--- src/hdl/gcl_pkg.sv ---
// shared types, codes and constants of the gaussian class likelihood block
// no dependencies

package gcl_pkg;

  localparam int DataW         = 32;
  localparam int MulW          = DataW + 1;
  localparam int LikW          = 48;
  localparam int ExpBits       = 22;
  localparam int ExpBitW       = $clog2(ExpBits);
  localparam int CfgIdxW       = 1;
  localparam int CfgW          = 4;
  localparam int MaxFeaturesDef = 8;
  localparam int MaxClassesDef  = 8;

  // request types
  localparam logic [1:0] ReqMean    = 2'd0;
  localparam logic [1:0] ReqCov     = 2'd1;
  localparam logic [1:0] ReqScale   = 2'd2;
  localparam logic [1:0] ReqFeature = 2'd3;

  // register indexes
  localparam logic [CfgIdxW-1:0] CfgFeatures = 1'b0;
  localparam logic [CfgIdxW-1:0] CfgClasses  = 1'b1;

  typedef struct packed {
    logic                   en;
    logic signed [MulW-1:0] a;
    logic signed [MulW-1:0] b;
  } gcl_mul_req_t;

  // exp(-2^(b-17)) in q0.64, by repeated squaring of the first weight
  function automatic logic [ExpBits-1:0][63:0] exp_weight_table();
    logic [ExpBits-1:0][63:0] tab;
    logic [127:0]             sq;
    logic [63:0]              w;
    w = 64'hFFFF_8000_1FFF_FAAB;
    for (int k = 0; k < ExpBits; k++) begin
      tab[k] = w;
      sq     = {64'd0, w} * {64'd0, w};
      w      = sq[127:64];
    end
    return tab;
  endfunction

  localparam logic [ExpBits-1:0][63:0] ExpWeights = exp_weight_table();

endpackage

--- src/hdl/gcl_mul.sv ---
// shared signed 33x33 multiplier with registered product
// depends on gcl_pkg

module gcl_mul (
  input  logic                             clk_i,
  input  gcl_pkg::gcl_mul_req_t            req_i,
  output logic signed [2*gcl_pkg::MulW-1:0] prod_o
);
  import gcl_pkg::*;

  logic signed [2*MulW-1:0] prod_q;

  always_ff @(posedge clk_i) begin
    if (req_i.en) begin
      prod_q <= $signed(req_i.a) * $signed(req_i.b);
    end
  end

  assign prod_o = prod_q;

endmodule

--- config.mk ---
export PLATFORM = sky130hd
export DESIGN_NAME = gcl_mul
export DESIGN_NICKNAME = d
export VERILOG_FILES = /design/src/hdl/gcl_pkg.sv /design/src/hdl/gcl_mul.sv
export SDC_FILE = /design/constraint.sdc
export NUM_CORES = 2
export LEC_CHECK = 0
export ABC_AREA = 1
export ABC_CLOCK_PERIOD_IN_PS = 10200
export BUFFER_PORTS_ARGS = -buffer_cell sky130_fd_sc_hd__buf_2
export CORE_ASPECT_RATIO = 1.75
export CORE_UTILIZATION = 44
export CTS_CLUSTER_SIZE = 28
export DETAILED_ROUTE_END_ITERATION = 8
export PLACE_DENSITY = 0.7
export SETUP_SLACK_MARGIN = 0.5
export SYNTH_ARGS = -nofsm -noshare
export SYNTH_HDL_FRONTEND = slang
export SYNTH_SLANG_ARGS = --single-unit
--- constraint.sdc ---
create_clock -name clk_i -period 10.2 [get_ports clk_i]
set_input_delay 3.06 -clock clk_i [delete_from_list [all_inputs] [get_ports clk_i]]
set_output_delay 3.06 -clock clk_i [all_outputs]
set_load 0.01 [all_outputs]
==> results.tsv <==
stage	metric	value	unit
clock_tree	cts.clk_slew.worst_paths	0.06	ns
sta	worst_slack	0.622	ns
routing	firstDrtPassIters	7	
clock_tree	cts_buffers	9	
sta	tightest_slew	0.934	ns
sta	finalCriticalPeriod	9.58	ns
critical_path	worst_ep_arrival_time	9.69	ns
routing	routedWlPerCell	19.8	µm
routing	num_vias	35100	
synth	synth_top_flop_cell	edfxtp_1	
global_routing	grt_start_max_net_pins	67	
global_routing	grt.total_usage	0.290	
critical_path	critPathMaxFanout	15	
synth	synth_area_leaders	fa_1 (52%), inv_1 (16%), nand2_1 (13%), ha_1 (6.2%), edfxtp_1 (4.5%)	
final_layout	fin_nets	7124	
clock_tree	cts_tree	done	
clock_tree	holdBufCountCts	0	
sta	setup_viol	0	
routing	drc_errors	0	
global_routing	antenna_found_initial	9	
global_routing	grt_overflow	0	
clock_tree	cts-root-buf	clkbuf_16	
final_layout	multi_input_area	34300	µm²
final_layout	regArea	1980	µm²
clock_tree	cts_max_level	3	
sta	rsz0062_at_grt	yes	
clock_tree	cts_sinks	66	
synth	synth_edf_count	66	
synth	yosysUniqueCellTypes	35	
sta	slew_headroom	0.377	
sta	hold_viol_final	0	
synth	synth.most_common_cell	inv_1	
routing	vias_per_cell	5.01	
final_layout	largest_reg_flops	66	
synth	postSynthCellCount	5543	
floorplan	die_w	241	µm
routing	drt-total-wl	139000	µm
critical_path	worstSetupPathType	input port to register	
floorplan	start_util	0.446	
global_routing	grt_pass1_vias	39400	
routing	drtIter0Drc	2077	
clock_tree	cts_buffer_depth	2	
synth	syn-cell-area	43800	µm²
floorplan	dieArea	101000	µm²
placed_design	hpwl	122000	µm
final_layout	num-fill-cells	9373	
floorplan	rows	152	
status	status	complete, no violations	
routing	drt.antenna.violating_nets	0	
synth	netlist_top_cells_count	inv_1 (1894), nand2_1 (1517), fa_1 (1145)	
synth	ys_seq_area_frac	0.0452	
run	maxCapViolations	0	
sta	drv_slew	0	
sta	fmax	104	MHz
placed_design	port_buffers	133	
sta	period_share	0.939	
critical_path	critPathRequiredTime	10.31	ns
synth	syn_nets	6973	
placed_design	routabilityCongestion	0.998	
global_routing	grt_pass1_wl	216000	µm
critical_path	end_kind	register	
synth	syn_area_per_cell	7.91	µm²
synth	synth_top_area_cell	fa_1	
synth	synth_top_area_frac	0.523	
critical_path	crit_path_start_kind	input port	
floorplan	io_pins	134	
synth	ys_ff_latch	66	
final_layout	syn_to_final_growth	11.0	%
synth	synthArstFlopShare	0	
synth	ys_warn_count	0	
floorplan	fp.dieH	420	µm
placed_design	place_ws	-0.0622	ns
worst_hold_path	min_path_type	input port to register	
floorplan	core-area	98300	µm²
final_layout	drive_gt1_frac	0.105	
==> cell usage in the layout, fill, tap and decap left out, types with 18 or more instances in the layout <==
cell      instances
a21oi_1          46
buf_12           28
buf_2            84
buf_4           257
clkbuf_4         18
edfxtp_1         66
fa_1           1121
fa_2             24
ha_1            193
inv_1          1888
nand2_1        1497
nand2_2          35
nand3_1          69
nand4_1          19
nor2_1          113
nor2_2           31
xor2_1           32
==> path summary, 6_finish.rpt <==
path	start	end	slack, ns	depth (start not counted)
worst max-delay path	req_i[63]	prod_o[64]	0.62	23
worst min-delay path	req_i[0]	prod_o[0]	3.48	4
==> metal layers <==
metal / track usage / wire length (µm)
met5: 0 / 45
met4: 0.287 / 17000
met3: 0.0334 / 6690
met2: 0.526 / 73200
met1: 0.276 / 41900
==> area by class of cell <==
class | instances | area share
diodes | 6 | 0.000309
clock buffers | 9 | 0.00463
clock inverters | 7 | 0.00157
inverters | 1895 | 0.146
multi-input cells | 3319 | 0.706
flip-flops and latches | 66 | 0.0407
well taps | 1309 | 0.0337
repair buffers | 403 | 0.0665
==> kinds of logic (layout without fill, tap and decap cells) <==
| family | after synthesis | after routing | share of synthesized area |
|---|---|---|---|
| compound gates | 106 | 106 | 0.0136 |
| xor+xnor | 41 | 41 | 0.00819 |
| fa+ha+maj | 1362 | 1362 | 0.585 |
| buf+inv | 2158 | 2314 | 0.185 |
| flops | 66 | 66 | 0.0452 |
| other cells | 0 | 6 | 0 |
| simple gates | 1810 | 1810 | 0.163 |
==> through the flow <==
stage / utilization / hold slack, ns / TNS (ns) / std cells / area [µm²]
after floorplan: - / 3.17 / 0 / 5543 / 43800
after global placement: 0.482 / 3.47 / -0.444 / 6977 / 47400
after detailed placement: 0.482 / 3.47 / -0.125 / 6977 / 47400
after CTS: 0.487 / 3.47 / 0 / 6998 / 47900
after global routing: 0.495 / 3.49 / 0 / 7012 / 48600
final: 0.495 / 3.48 / 0 / 7014 / 48600
==> timing repair <==
item,in CTS,in global routing
setup endpoints to repair,36,43
pin swaps,1,27
resized for setup,41,182
gates cloned,0,0
buffers inserted,5,10
==> critical path: stages <==
cell	delay, ns
clkbuf_4	0.23
buf_6	0.22
buf_4	0.18
or2_2	0.31
fa_1	0.56
fa_1	0.46
fa_1	0.56
fa_1	0.48
fa_1	0.51
inv_1	0.06
fa_1	0.62
inv_1	0.08
fa_1	0.46
fa_1	0.50
inv_1	0.04
ha_1	0.36
inv_1	0.10
nor3_2	0.27
nand2_1	0.13
nor4_1	0.22
nand2_1	0.14
nand3_1	0.10
nand2_1	0.05
Power is not shown: default switching activity piles up to over one toggle a cycle in this logic, so the estimate is an artifact.
